[config.mk]
export PLATFORM = sky130hd
export DESIGN_NAME = retransmit_pending_tracker
export DESIGN_NICKNAME = d
export VERILOG_FILES = /design/src/hw/rtl/rpt_pkg.sv /design/src/hw/rtl/rpt_ctrl.sv /design/src/hw/rtl/rpt_dpath.sv /design/src/hw/rtl/retransmit_pending_tracker.sv
export SDC_FILE = /design/constraint.sdc
export NUM_CORES = 2
export LEC_CHECK = 0
export BUFFER_PORTS_ARGS = -buffer_cell sky130_fd_sc_hd__buf_4
export CORE_ASPECT_RATIO = 0.75
export CORE_MARGIN = 2
export CORE_UTILIZATION = 35
export DETAILED_ROUTE_END_ITERATION = 8
export HOLD_SLACK_MARGIN = 0.05
export MAX_ROUTING_LAYER = met4
export SETUP_SLACK_MARGIN = 0.1
export SLEW_MARGIN = 20
export SYNTH_ARGS = -nofsm -noshare
export SYNTH_HDL_FRONTEND = slang
export SYNTH_HIERARCHICAL = 1
export SYNTH_SLANG_ARGS = --single-unit
[constraint.sdc]
create_clock -name clk_i -period 10.4 [get_ports clk_i]
set_input_delay 2.08 -clock clk_i [delete_from_list [all_inputs] [get_ports clk_i]]
set_output_delay 2.08 -clock clk_i [all_outputs]
set_load 0.02 [all_outputs]
[src/hw/rtl/rpt_pkg.sv]
package rpt_pkg;

  localparam int unsigned TABLE_DEPTH = 16;
  localparam int unsigned MAX_RESULTS = 16;

  localparam int unsigned IDX_W  = $clog2(TABLE_DEPTH);
  localparam int unsigned CNT_W  = $clog2(TABLE_DEPTH + 1);
  localparam int unsigned RES_W  = $clog2(MAX_RESULTS + 1);
  localparam int unsigned ID_W   = 32;
  localparam int unsigned WAIT_W = 16;
  localparam int unsigned RTY_W  = 4;
  localparam int unsigned EV_W   = 3;
  localparam int unsigned ACT_W  = 2;
  localparam int unsigned CFG_IDX_W  = 1;
  localparam int unsigned CFG_DATA_W = 16;

  localparam logic [WAIT_W-1:0] WAIT_MAX   = '1;
  localparam logic [WAIT_W-1:0] TMO_RESET  = 16'd10;
  localparam logic [RTY_W-1:0]  RLIM_RESET = 4'd3;

  // Input action codes
  localparam logic [ACT_W-1:0] ACT_ADD  = 2'd0;
  localparam logic [ACT_W-1:0] ACT_ACK  = 2'd1;
  localparam logic [ACT_W-1:0] ACT_TICK = 2'd2;

  // Result event codes
  localparam logic [EV_W-1:0] EV_ADDED     = 3'd0;
  localparam logic [EV_W-1:0] EV_FULL      = 3'd1;
  localparam logic [EV_W-1:0] EV_ACK_MATCH = 3'd2;
  localparam logic [EV_W-1:0] EV_ACK_NONE  = 3'd3;
  localparam logic [EV_W-1:0] EV_RESEND    = 3'd4;
  localparam logic [EV_W-1:0] EV_FAILED    = 3'd5;

  // Configuration register indexes
  localparam logic [CFG_IDX_W-1:0] REG_ACK_TIMEOUT = 1'd0;
  localparam logic [CFG_IDX_W-1:0] REG_RETRY_LIMIT = 1'd1;

  typedef enum logic [4:0] {
    ST_IDLE  = 5'b00001,
    ST_ADD   = 5'b00010,
    ST_ACK   = 5'b00100,
    ST_TICK  = 5'b01000,
    ST_FLUSH = 5'b10000
  } state_e;

  typedef struct packed {
    logic accept;
    logic add;
    logic ack_step;
    logic tick_step;
    logic flush;
  } cmd_t;

  typedef struct packed {
    logic scan_done;
    logic tmo_hit;
    logic id_hit;
    logic pend_valid;
    logic out_free;
  } stat_t;

endpackage

[src/hw/rtl/rpt_ctrl.sv]
module rpt_ctrl
  import rpt_pkg::*;
(
  input  logic             clk_i,
  input  logic             rst_ni,
  input  logic             in_valid_i,
  input  logic [ACT_W-1:0] action_i,
  input  logic             link_up_i,
  input  stat_t            stat_i,
  output cmd_t             cmd_o,
  output logic             busy_o
);

  state_e state_q, state_d;

  always_comb begin
    state_d = state_q;
    cmd_o   = '0;
    case (state_q)
      ST_IDLE: begin
        if (in_valid_i) begin
          cmd_o.accept = 1'b1;
          case (action_i)
            ACT_ADD:  state_d = ST_ADD;
            ACT_ACK:  state_d = ST_ACK;
            ACT_TICK: state_d = link_up_i ? ST_TICK : ST_IDLE;
            default:  state_d = ST_IDLE;
          endcase
        end
      end
      ST_ADD: begin
        cmd_o.add = 1'b1;
        state_d   = ST_FLUSH;
      end
      ST_ACK: begin
        cmd_o.ack_step = 1'b1;
        if (stat_i.scan_done || stat_i.id_hit) begin
          state_d = ST_FLUSH;
        end
      end
      ST_TICK: begin
        // hold the walk while a held result cannot move on
        if (stat_i.scan_done) begin
          state_d = ST_FLUSH;
        end else if (!(stat_i.tmo_hit && stat_i.pend_valid && !stat_i.out_free)) begin
          cmd_o.tick_step = 1'b1;
        end
      end
      ST_FLUSH: begin
        if (!stat_i.pend_valid) begin
          state_d = ST_IDLE;
        end else if (stat_i.out_free) begin
          cmd_o.flush = 1'b1;
          state_d     = ST_IDLE;
        end
      end
      default: state_d = ST_IDLE;
    endcase
  end

  always_ff @(posedge clk_i or negedge rst_ni) begin
    if (!rst_ni) begin
      state_q <= ST_IDLE;
    end else begin
      state_q <= state_d;
    end
  end

  assign busy_o = (state_q != ST_IDLE);

endmodule

[src/hw/rtl/rpt_dpath.sv]
module rpt_dpath
  import rpt_pkg::*;
(
  input  logic                  clk_i,
  input  logic                  rst_ni,
  input  logic [ID_W-1:0]       msg_id_i,
  input  logic                  cfg_we_i,
  input  logic [CFG_IDX_W-1:0]  cfg_index_i,
  input  logic [CFG_DATA_W-1:0] cfg_data_i,
  input  cmd_t                  cmd_i,
  output stat_t                 stat_o,
  input  logic                  out_stall_i,
  output logic                  out_valid_o,
  output logic [EV_W-1:0]       event_res_o,
  output logic [ID_W-1:0]       out_id_o,
  output logic [RTY_W-1:0]      retry_count_o,
  output logic                  last_o
);

  logic [WAIT_W-1:0] tmo_q;
  logic [RTY_W-1:0]  rlim_q;

  logic [ID_W-1:0]   slot_id_q   [TABLE_DEPTH];
  logic [RTY_W-1:0]  slot_rty_q  [TABLE_DEPTH];
  logic [WAIT_W-1:0] slot_wait_q [TABLE_DEPTH];
  logic [CNT_W-1:0]  occ_q;
  logic [CNT_W-1:0]  idx_q;
  logic [RES_W-1:0]  res_cnt_q;
  logic [ID_W-1:0]   id_q;

  logic              pend_valid_q;
  logic [EV_W-1:0]   pend_ev_q;
  logic [ID_W-1:0]   pend_id_q;
  logic [RTY_W-1:0]  pend_rty_q;

  logic              out_valid_q;
  logic [EV_W-1:0]   out_ev_q;
  logic [ID_W-1:0]   out_id_q;
  logic [RTY_W-1:0]  out_rty_q;
  logic              out_last_q;

  logic [ID_W-1:0]   rd_id;
  logic [RTY_W-1:0]  rd_rty;
  logic [WAIT_W-1:0] rd_wait;
  logic [WAIT_W-1:0] wait_inc;
  logic [WAIT_W-1:0] limit;
  logic [RTY_W-1:0]  rty_inc;
  logic              scan_done;
  logic              tmo_hit;
  logic              rty_spent;
  logic              id_hit;
  logic              out_free;
  logic              remove;
  logic              push_out;

  assign rd_id     = slot_id_q[idx_q[IDX_W-1:0]];
  assign rd_rty    = slot_rty_q[idx_q[IDX_W-1:0]];
  assign rd_wait   = slot_wait_q[idx_q[IDX_W-1:0]];
  assign scan_done = (idx_q >= occ_q);
  assign limit     = (tmo_q == '0) ? WAIT_W'(1) : tmo_q;
  assign wait_inc  = (rd_wait == WAIT_MAX) ? rd_wait : rd_wait + WAIT_W'(1);
  assign rty_inc   = rd_rty + RTY_W'(1);
  assign tmo_hit   = (wait_inc >= limit) && (res_cnt_q < RES_W'(MAX_RESULTS));
  assign rty_spent = (rd_rty >= rlim_q);
  assign id_hit    = (rd_id == id_q);
  assign out_free  = !out_valid_q || !out_stall_i;

  assign remove   = (cmd_i.ack_step && !scan_done && id_hit) ||
                    (cmd_i.tick_step && tmo_hit && rty_spent);
  assign push_out = (cmd_i.tick_step && tmo_hit && pend_valid_q) ||
                    (cmd_i.flush && pend_valid_q);

  assign stat_o = '{scan_done:  scan_done,
                    tmo_hit:    tmo_hit,
                    id_hit:     id_hit,
                    pend_valid: pend_valid_q,
                    out_free:   out_free};

  // config registers
  always_ff @(posedge clk_i or negedge rst_ni) begin
    if (!rst_ni) begin
      tmo_q  <= TMO_RESET;
      rlim_q <= RLIM_RESET;
    end else if (cfg_we_i) begin
      case (cfg_index_i)
        REG_ACK_TIMEOUT: tmo_q  <= cfg_data_i;
        REG_RETRY_LIMIT: rlim_q <= cfg_data_i[RTY_W-1:0];
        default: ;
      endcase
    end
  end

  // table payload
  always_ff @(posedge clk_i) begin
    if (remove) begin
      // close the gap: pull every later entry down one slot
      for (int j = 0; j < TABLE_DEPTH - 1; j++) begin
        if (CNT_W'(j) >= idx_q) begin
          slot_id_q[j]   <= slot_id_q[j+1];
          slot_rty_q[j]  <= slot_rty_q[j+1];
          slot_wait_q[j] <= slot_wait_q[j+1];
        end
      end
    end else if (cmd_i.add && (occ_q < CNT_W'(TABLE_DEPTH))) begin
      slot_id_q[occ_q[IDX_W-1:0]]   <= id_q;
      slot_rty_q[occ_q[IDX_W-1:0]]  <= '0;
      slot_wait_q[occ_q[IDX_W-1:0]] <= '0;
    end else if (cmd_i.tick_step) begin
      if (tmo_hit) begin
        slot_rty_q[idx_q[IDX_W-1:0]]  <= rty_inc;
        slot_wait_q[idx_q[IDX_W-1:0]] <= '0;
      end else begin
        slot_wait_q[idx_q[IDX_W-1:0]] <= wait_inc;
      end
    end
  end

  // occupancy, walk index and result count
  always_ff @(posedge clk_i or negedge rst_ni) begin
    if (!rst_ni) begin
      occ_q     <= '0;
      idx_q     <= '0;
      res_cnt_q <= '0;
    end else begin
      if (cmd_i.accept) begin
        idx_q     <= '0;
        res_cnt_q <= '0;
      end else if (cmd_i.ack_step && !scan_done && !id_hit) begin
        idx_q <= idx_q + CNT_W'(1);
      end else if (cmd_i.tick_step) begin
        if (tmo_hit) begin
          res_cnt_q <= res_cnt_q + RES_W'(1);
        end
        if (!remove) begin
          idx_q <= idx_q + CNT_W'(1);
        end
      end
      if (remove) begin
        occ_q <= occ_q - CNT_W'(1);
      end else if (cmd_i.add && (occ_q < CNT_W'(TABLE_DEPTH))) begin
        occ_q <= occ_q + CNT_W'(1);
      end
    end
  end

  always_ff @(posedge clk_i) begin
    if (cmd_i.accept) begin
      id_q <= msg_id_i;
    end
  end

  // held result: stays until the next one shows whether it is the last
  always_ff @(posedge clk_i or negedge rst_ni) begin
    if (!rst_ni) begin
      pend_valid_q <= 1'b0;
    end else if (cmd_i.add || cmd_i.ack_step) begin
      pend_valid_q <= (cmd_i.add || scan_done || id_hit);
    end else if (cmd_i.tick_step && tmo_hit) begin
      pend_valid_q <= 1'b1;
    end else if (cmd_i.flush) begin
      pend_valid_q <= 1'b0;
    end
  end

  always_ff @(posedge clk_i) begin
    if (cmd_i.add) begin
      pend_ev_q  <= (occ_q < CNT_W'(TABLE_DEPTH)) ? EV_ADDED : EV_FULL;
      pend_id_q  <= id_q;
      pend_rty_q <= '0;
    end else if (cmd_i.ack_step) begin
      pend_ev_q  <= (!scan_done && id_hit) ? EV_ACK_MATCH : EV_ACK_NONE;
      pend_id_q  <= id_q;
      pend_rty_q <= (!scan_done && id_hit) ? rd_rty : '0;
    end else if (cmd_i.tick_step && tmo_hit) begin
      pend_ev_q  <= rty_spent ? EV_FAILED : EV_RESEND;
      pend_id_q  <= rd_id;
      pend_rty_q <= rty_spent ? rd_rty : rty_inc;
    end
  end

  // output register
  always_ff @(posedge clk_i or negedge rst_ni) begin
    if (!rst_ni) begin
      out_valid_q <= 1'b0;
    end else if (push_out) begin
      out_valid_q <= 1'b1;
    end else if (!out_stall_i) begin
      out_valid_q <= 1'b0;
    end
  end

  always_ff @(posedge clk_i) begin
    if (push_out) begin
      out_ev_q   <= pend_ev_q;
      out_id_q   <= pend_id_q;
      out_rty_q  <= pend_rty_q;
      out_last_q <= cmd_i.flush;
    end
  end

  assign out_valid_o   = out_valid_q;
  assign event_res_o   = out_ev_q;
  assign out_id_o      = out_id_q;
  assign retry_count_o = out_rty_q;
  assign last_o        = out_last_q;

endmodule

[src/hw/rtl/retransmit_pending_tracker.sv]
// Retransmit pending tracker: a table of up to 16 message ids waiting for ack.
// Input channel (in_valid_i / in_stall_o) carries action_i, msg_id_i and
// link_up_i; a word is taken when valid is high and stall is low. Add appends
// an id if the table has room, ack removes the oldest matching entry, tick
// (with link up) ages all entries and retries or fails those that time out.
// Output channel (out_valid_o / out_stall_i) gives one result word per event;
// last_o marks the final word caused by an input word.
// Config channel (cfg_valid_i / cfg_ready_o) writes ack_timeout_ticks (index 0)
// and retry_limit (index 1); write only while no input word is in flight.
// Timing: one input word at a time. Ack walks the entry registers up to the
// match, or over all entries on a miss, and tick over all entries, one
// entry per cycle; the tick walk pauses while a stalled receiver holds
// back a due result.
// A held result sits in a one-word buffer ahead of the output register, so
// a stalled receiver pauses the tick walk only when a new result is due.
// Reset empties the table, restores timeout 10 and retry limit 3, and
// drops any result word in flight.
module retransmit_pending_tracker
  import rpt_pkg::*;
(
  input  logic                  clk_i,
  input  logic                  rst_ni,
  input  logic                  in_valid_i,
  output logic                  in_stall_o,
  input  logic [ACT_W-1:0]      action_i,
  input  logic [ID_W-1:0]       msg_id_i,
  input  logic                  link_up_i,
  output logic                  out_valid_o,
  input  logic                  out_stall_i,
  output logic [EV_W-1:0]       event_res_o,
  output logic [ID_W-1:0]       out_id_o,
  output logic [RTY_W-1:0]      retry_count_o,
  output logic                  last_o,
  input  logic                  cfg_valid_i,
  output logic                  cfg_ready_o,
  input  logic [CFG_IDX_W-1:0]  cfg_index_i,
  input  logic [CFG_DATA_W-1:0] cfg_data_i
);

  cmd_t  cmd;
  stat_t stat;
  logic  busy;

  // config writes land at once; the host is to write only while idle, which the block does not enforce
  assign cfg_ready_o = 1'b1;
  assign in_stall_o  = busy;

  rpt_ctrl u_ctrl (
    .clk_i      (clk_i),
    .rst_ni     (rst_ni),
    .in_valid_i (in_valid_i),
    .action_i   (action_i),
    .link_up_i  (link_up_i),
    .stat_i     (stat),
    .cmd_o      (cmd),
    .busy_o     (busy)
  );

  rpt_dpath u_dpath (
    .clk_i         (clk_i),
    .rst_ni        (rst_ni),
    .msg_id_i      (msg_id_i),
    .cfg_we_i      (cfg_valid_i && cfg_ready_o),
    .cfg_index_i   (cfg_index_i),
    .cfg_data_i    (cfg_data_i),
    .cmd_i         (cmd),
    .stat_o        (stat),
    .out_stall_i   (out_stall_i),
    .out_valid_o   (out_valid_o),
    .event_res_o   (event_res_o),
    .out_id_o      (out_id_o),
    .retry_count_o (retry_count_o),
    .last_o        (last_o)
  );

  // no held result may survive into the next input word
  a_idle_no_pend : assert property (@(posedge clk_i) disable iff (!rst_ni)
    !in_stall_o |-> !stat.pend_valid)
    else $error("held result left over while idle");

  // add and ack give exactly one result word, so it must be the last
  a_single_last : assert property (@(posedge clk_i) disable iff (!rst_ni)
    out_valid_o && (event_res_o == EV_ADDED || event_res_o == EV_FULL ||
                    event_res_o == EV_ACK_MATCH || event_res_o == EV_ACK_NONE)
    |-> last_o)
    else $error("add or ack result without last");

  // the tick walk never steps past the filled part of the table
  a_walk_in_range : assert property (@(posedge clk_i) disable iff (!rst_ni)
    cmd.tick_step |-> !stat.scan_done)
    else $error("tick step beyond occupancy");

endmodule
=== Word-level counts from Yosys, hierarchy flattened ===
Memories as Yosys holds them, arrays and structs flattened.
Index checks and enable logic that the tools add are counted.
Widths: inputs -> output; s select.

* Add/sub/neg operators: 6
* Multipliers: 0
* Divide/modulo/power cells: 0
* $lt $le $gt $ge: 20
* Equality and inequality tests: 17
* Shifts and indexed selects: 0
* Multiplexer cells: 122
* Bitwise logic cells: 2
* Reduce and logical (&&, ||, !) cells: 43

{| class="wikitable"
|+ Operators with widths
! cell !! number
|-
| $mux 32 || 4
|-
| $mux 1 || 81
|-
| $mux 16 || 5
|-
| $mux 5 || 15
|-
| $mux 4 || 12
|-
| $ge 4x5->1 const A || 7
|-
| $eq 32x32->1 || 1
|-
| $reduce_or 16->1 || 2
|-
| $reduce_or 32->1 || 1
|-
| $pmux 5 s5 || 1
|-
| $ge 3x5->1 const A || 4
|-
| $add 16x1->16 const B || 1
|-
| $eq 16x16->1 const B || 1
|-
| $ge 16x16->1 || 1
|-
| $logic_not 16->1 || 1
|-
| $add 5x1->5 const B || 3
|-
| $pmux 5 s3 || 1
|-
| $logic_and 1x1->1 || 12
|-
| $ge 1x5->1 const A || 2
|-
| $ge 2x5->1 const A || 2
|-
| $lt 5x5->1 const B || 2
|-
| $mux 3 || 3
|-
| $reduce_bool 3->1 || 3
|-
| $reduce_bool 2->1 || 4
|-
| other kinds (24) || 41
|}

* Register bits after elaboration: 153
* Bits in latches: 0
* RAM bits: 832
* ROM bits: 0
* Input bits: 57
* Output and inout port bits: 43
* Word-level logic and storage cells: 229
* Memories kept: 3

{| class="wikitable"
|+ Memories
! memory !! depth !! bits a word !! read ports !! clocked after Yosys merged registers in !! write ports !! line !! text
|-
| u_dpath.slot_id_q || 16 || 32 || 16 || 0 || 15 || rpt_dpath.sv:23 || <nowiki>logic [ID_W-1:0] slot_id_q [TABLE_DEPTH];</nowiki>
|-
| u_dpath.slot_wait_q || 16 || 16 || 16 || 0 || 15 || rpt_dpath.sv:25 || <nowiki>logic [WAIT_W-1:0] slot_wait_q [TABLE_DEPTH];</nowiki>
|-
| u_dpath.slot_rty_q || 16 || 4 || 16 || 0 || 15 || rpt_dpath.sv:24 || <nowiki>logic [RTY_W-1:0] slot_rty_q [TABLE_DEPTH];</nowiki>
|}

=== Logic depth before layout (Yosys ltp) ===
An unclocked memory read counts as a cell.

* Depth in word-level cells: 18
* Gate-level depth with buffers: 36
* Mapped depth without buffers: 26

=== Modules after synthesis ===
Netlist, hierarchy kept.

{| class="wikitable"
|+ By module, submodules not included
! module !! instances !! cells each !! area an instance (um^2) !! seq. area each (um^2)
|-
| rpt_dpath || 1 || 3,303 || 50,353.3 || 29,208.0
|-
| rpt_ctrl || 1 || 38 || 362.8 || 126.4
|-
| retransmit_pending_tracker || 1 || 2 || 11.3 || 0.0
|}

=== Least setup slack after synthesis ===
Ideal clock, no wire load.

* Path kind: register to register
* Start point: reg u_dpath.idx_q[1]
* End point: mem u_dpath.slot_id_q[4][0], enable pin
* Data arrival time: 8.306 ns
* Required time: 9.934 ns
* Slack: 1.628 ns
* Stages on the path, launching flop included: 28
* Path buffers: 7
* Path through: dfrtp_1 -> buf_2 -> buf_6 -> buf_2 -> buf_2 -> mux4_2 -> mux4_2 -> ha_1 -> and3_1 -> nand2_1 -> nor3_2 -> mux2_2 -> ha_1 -> a21o_1 -> a21o_1 -> a21oi_1 -> o21ai_0 -> a21oi_1 -> nor2_1 -> buf_4 -> a21oi_1 -> clkbuf_1 -> and3_1 -> a21o_1 -> nand2b_1 -> buf_1 -> nand3_4 -> o21ai_0

{| class="wikitable"
|+ RTL lines
! item !! line !! text
|-
| start: declaration || rpt_dpath.sv:27 || <nowiki>logic [CNT_W-1:0] idx_q;</nowiki>
|-
| start signal: assignment || rpt_dpath.sv:129 || <nowiki>idx_q <= idx_q + CNT_W'(1);</nowiki>
|-
| start signal: assignment || rpt_dpath.sv:135 || <nowiki>idx_q <= idx_q + CNT_W'(1);</nowiki>
|-
| end: declaration || rpt_dpath.sv:23 ||
|}

==> metrics.md <==
| Metric | Value |
|---|---|
| Result of the run | `completed` |
| Share of synthesized area occupied by flip-flops and latches | `57.8%` |
| Critical path launch point type | `flip-flop` |
| Number of vias after detailed routing | `31,399` |
| Post-layout minimum cycle time | `9.22 ns` |
| # rows | `120` |
| Leading cell types in the layout, fill and taps excluded | `edfxtp_1, mux2_2, buf_4` |
| Clock input transition at the sequential cells of the worst setup and hold paths | `0.06 ns` |
| Ys Warns | `6` |
| Unrepaired setup endpoints after global routing | `no` |
| Worst rel slew slack | `24.4%` |
| Tightest Pin Transition | `approximately 1.1 ns` |
| Total die area | `148,000 um^2` |
| Crit path from | `u_dpath/idx_q[2]$_DFFE_PN0P_` |
| R2R Path Start | `u_dpath/idx_q[2]$_DFFE_PN0P_` |
| Number of placed I/O pins | `100` |
| Critical-path maximum fanout | `57` |
| Placed wire-length estimate | `97,200 um` |
| HP Class | `flip-flop to flip-flop` |
| Area grow syn2layout | `12.6%` |
| Leakage power figure | `18.8 nW` |
| Met3 Track Usage GR | `4.32%` |
| Hold violation count in the final report | `0` |
| Largest net degree at the start of global routing | `between 70 and 80` |
| Sum of overflow across all layers after global routing | `0` |
| Number of antenna violations at the first check in global routing | `7` |
| Routed length per instance | `between 20 and 30 um` |
| Reg2reg path depth | `23` |
| Worst setup slack before clock tree synthesis | `between 1 and 1.5 ns` |
| Flip-flop and latch count after synthesis | `around 990` |
| Series of cell instances along the critical path | `buf_4 -> mux4_2 -> nand2_1 -> and3_1 -> a31oi_1 -> nand3_2 -> nor3_2 -> xor2_1 -> ha_1 -> nand2b_1 -> a21o_1 -> a21o_1 -> a21oi_1 -> o21ai_0 -> a21oi_1 -> nor2_1 -> a21oi_1 -> nand2_1 -> nor3b_1 -> a21o_1 -> a21o_1 -> nand3_1 -> o21ai_0` |
| Via count of the first global-routing pass | `30,513` |
| GRT Total Usage | `21.0%` |
| Worst IR drop on VDD | `approximately 0.15 mV` |
| Setup Buffers After CTS | `0` |
| Mean post-synth cell area | `~15 um^2` |
| Slowest CP cell | `dfrtp_4` |
| Required time worst endpoint | `between 10 and 15 ns` |
| Total number of H-tree levels | `3` |
| Number of distinct library cells after synthesis | `96` |
| GR met1 Demand/Resource | `a little under a third` |
| Dominant synthesized flop cell | `edfxtp_1` |
| Async set or reset register ratio after synthesis | `about 4.3%` |
| Met2 demand-to-capacity share in global routing | `28.7%` |
| Fmax | `0.109 GHz` |
| Source-to-sink clock delay at the later pin of the worst-skew pair | `0.74 ns` |
| Most numerous cell on the critical path | `a21o_1` |
| Share of final-layout standard cells stronger than drive strength 1 | `36.5%` |
| Final Cycle Share | `88.6%` |
| Post-synth EDFFs | `around 940` |
| Highest cell delay on the worst timing path | `1.01 ns` |
| Clock buffers created by TritonCTS | `106` |
| Number of violations of the max-capacitance limit | `0` |
| Pwr Density | `between 150 and 200 nW/um^2` |
| First drt pass iteration count | `5` |
| Destination of the critical timing path | `u_dpath/slot_rty_q[4][3]$_DFFE_PP_` |
| Worst reg2reg endpoint | `u_dpath/slot_rty_q[4][3]$_DFFE_PP_` |
| Buffers added on ports | `98` |
| Cts hold-fix bufs | `0` |
| Weighted congestion reported at the end of routability-driven placement | `approximately 0.90` |
| Worst-case setup margin in the final layout | `1.18 ns` |
| Placeable core area | `roughly 140,000 um^2` |
| CTS tree | `done` |
| Area after detailed placement | `53,600 um^2` |
| Final number of setup-violating endpoints | `0` |
| Post-Synthesis Cell Area | `50,700 um^2` |
| Wire length of the first global-routing pass | `223,000 um` |
| Setup TNS | `0 ns` |
| Remaining antenna violation count after routing | `0` |
| Busiest layer in global routing | `met1` |
| Drt first-iter violations | `slightly below 4,000` |
| Clock Skew | `0.0355 ns` |
| Hold_ws | `0.413 ns` |
| Die Height | `334 um` |
| Buffers from clock root to sink, at most | `3` |
| CP arrival | `9.54 ns` |
| Die Width | `approximately 440 um` |
| CTS Root Cell | `clkbuf_16` |
| Sink Count | `985` |
| Final-report max-slew violation count | `0` |
| Most common cell after layout, fill and taps aside | `edfxtp_1` |
| Path type of the worst setup path | `flip-flop to flip-flop` |
| Routed WL | `153,000 um` |
| Design area | `57,100 um^2` |
| Vias per inst | `5.82` |
| Type of element capturing the critical path | `flip-flop` |
| Internal reg-to-reg setup slack | `1.18 ns` |
| Initial Util | `35.4%` |
| Synthesized instance count | `3,343` |
| Residual DRC count | `0` |
| Fin nets | `3,499` |
| Post-synth net total | `around 3,400` |
| Resized cells post-CTS | `0` |
[power breakdown]
| part | switching, mW | total (mW) | internal (mW) |
|---|---|---|---|
| registers | 0.239 | 4.81 | 4.57 |
| logic | 1.45 | 2.35 | 0.900 |
| clock network | 1.63 | 3.82 | 2.19 |
[cell usage after synthesis, drive strengths merged (4+ instances only)]
master  instances  share of area, %
nand4          25              0.39
mux4          173               7.7
nand3          48              0.55
o21a           10              0.15
xnor2          26              0.45
or3             8             0.099
clkbuf         97              0.72
o21bai         14              0.21
nand2b         25              0.31
dfstp           5              0.26
a22oi          31              0.46
or2             4             0.049
a221oi          9              0.19
xor2           20              0.35
a211o          11              0.19
a41oi           4             0.069
a21o           35              0.52
a21oi          33              0.33
nor3b           5             0.094
buf           160               2.1
a31oi          19              0.23
and3           18              0.22
nor4b           5             0.099
a211oi          7              0.10
o22ai          18              0.33
and2           10              0.13
ha             34              0.84
o211ai         24              0.36
o21ai         150               1.5
nor3           47              0.56
mux2          746                17
dfxtp           4              0.16
nand2         198               1.5
edfxtp        939                56
a22o           13              0.22
mux2i         111               2.2
nor4           16              0.21
nor2b          29              0.41
inv            56              0.41
o31ai           7              0.13
nor2           77              0.60
dfrtp          37               1.8
[worst max-delay path, delay by kind of cell (launching register included)]
| family | cells | cell delay [ns] |
|---|---|---|
| buf+inv | 1 | 0.43 |
| compound gates | 10 | 3.80 |
| xor+xnor | 1 | 0.28 |
| simple gates | 9 | 2.75 |
| mux | 1 | 0.25 |
| flops | 1 | 1.01 |
| fa+ha+maj | 1 | 0.27 |
[final cells by class]
type,instances,area [um^2]
Clock buffer,131,2780
Timing Repair Buffer,213,1670
Clock inverter,66,679
Multi-Input combinational cell,2044,20100
Tap cell,1891,2370
Fill cell,13159,86300
Antenna cell,4,10.0
Sequential cell,985,29300
Inverter,57,214
[state kept, by name, summed over array words and instances, names as in the netlist, 16 cells and up]
name	flops
u_dpath/id_q	32
u_dpath/out_id_o	32
u_dpath/pend_id_q	32
u_dpath/slot_id_q	512
u_dpath/slot_rty_q	64
u_dpath/slot_wait_q	256
u_dpath/tmo_q	16
[worst min path at each step]
stage,startpoint,end,slack (ns),depth (start not counted)
global route,u_dpath/pend_id_q[18]$_DFFE_PP_,u_dpath/out_id_o[18]$_DFFE_PP_,0.43,0
CTS,u_dpath/pend_id_q[18]$_DFFE_PP_,u_dpath/out_id_o[18]$_DFFE_PP_,0.42,0
global placement,u_dpath/pend_id_q[16]$_DFFE_PP_,u_dpath/out_id_o[16]$_DFFE_PP_,0.40,0
floorplan,u_dpath/pend_ev_q[0]$_DFFE_PP_,u_dpath/event_res_o[0]$_DFFE_PP_,0.40,0
finish,u_dpath/pend_id_q[18]$_DFFE_PP_,u_dpath/out_id_o[18]$_DFFE_PP_,0.41,0
detailed placement,u_dpath/pend_id_q[13]$_DFFE_PP_,u_dpath/out_id_o[13]$_DFFE_PP_,0.41,0
[cell families (layout without fill, tap and decap cells)]
group,after synthesis,in the layout,share of synthesized area [%]
other,1,5,0.00739
multiplexers,1030,1030,26.4
buffers and inverters,314,467,3.19
AO/OA/AOI/OAI,406,406,5.45
adder cells (fa/ha/maj),35,35,0.878
AND/OR/NAND/NOR,526,526,5.42
XOR/XNOR,46,46,0.794
flip-flops,985,985,57.8
[layer usage]
| layer | up-vias | wire length (um) |
|---|---|---|
| met5 | - | 0 |
| met4 | 0 | 3250 |
| met3 | 226 | 14500 |
| met2 | 1535 | 64300 |
| met1 | 16350 | 71400 |
| li1 | 13288 | - |
[metrics by stage]
| step | cells | util, % | total power [mW] |
|---|---|---|---|
| 2_1_floorplan | 3343 | - | 6.40 |
| 3_3_place_gp | 5189 | 37.4 | 7.19 |
| 3_5_place_dp | 5189 | 37.4 | 7.21 |
| 4_1_cts | 5386 | 39.8 | 11.0 |
| 5_1_grt | 5387 | 39.8 | 11.4 |
| 6_report | 5391 | 39.8 | 11.0 |
Power figures use the tool's default switching activity.
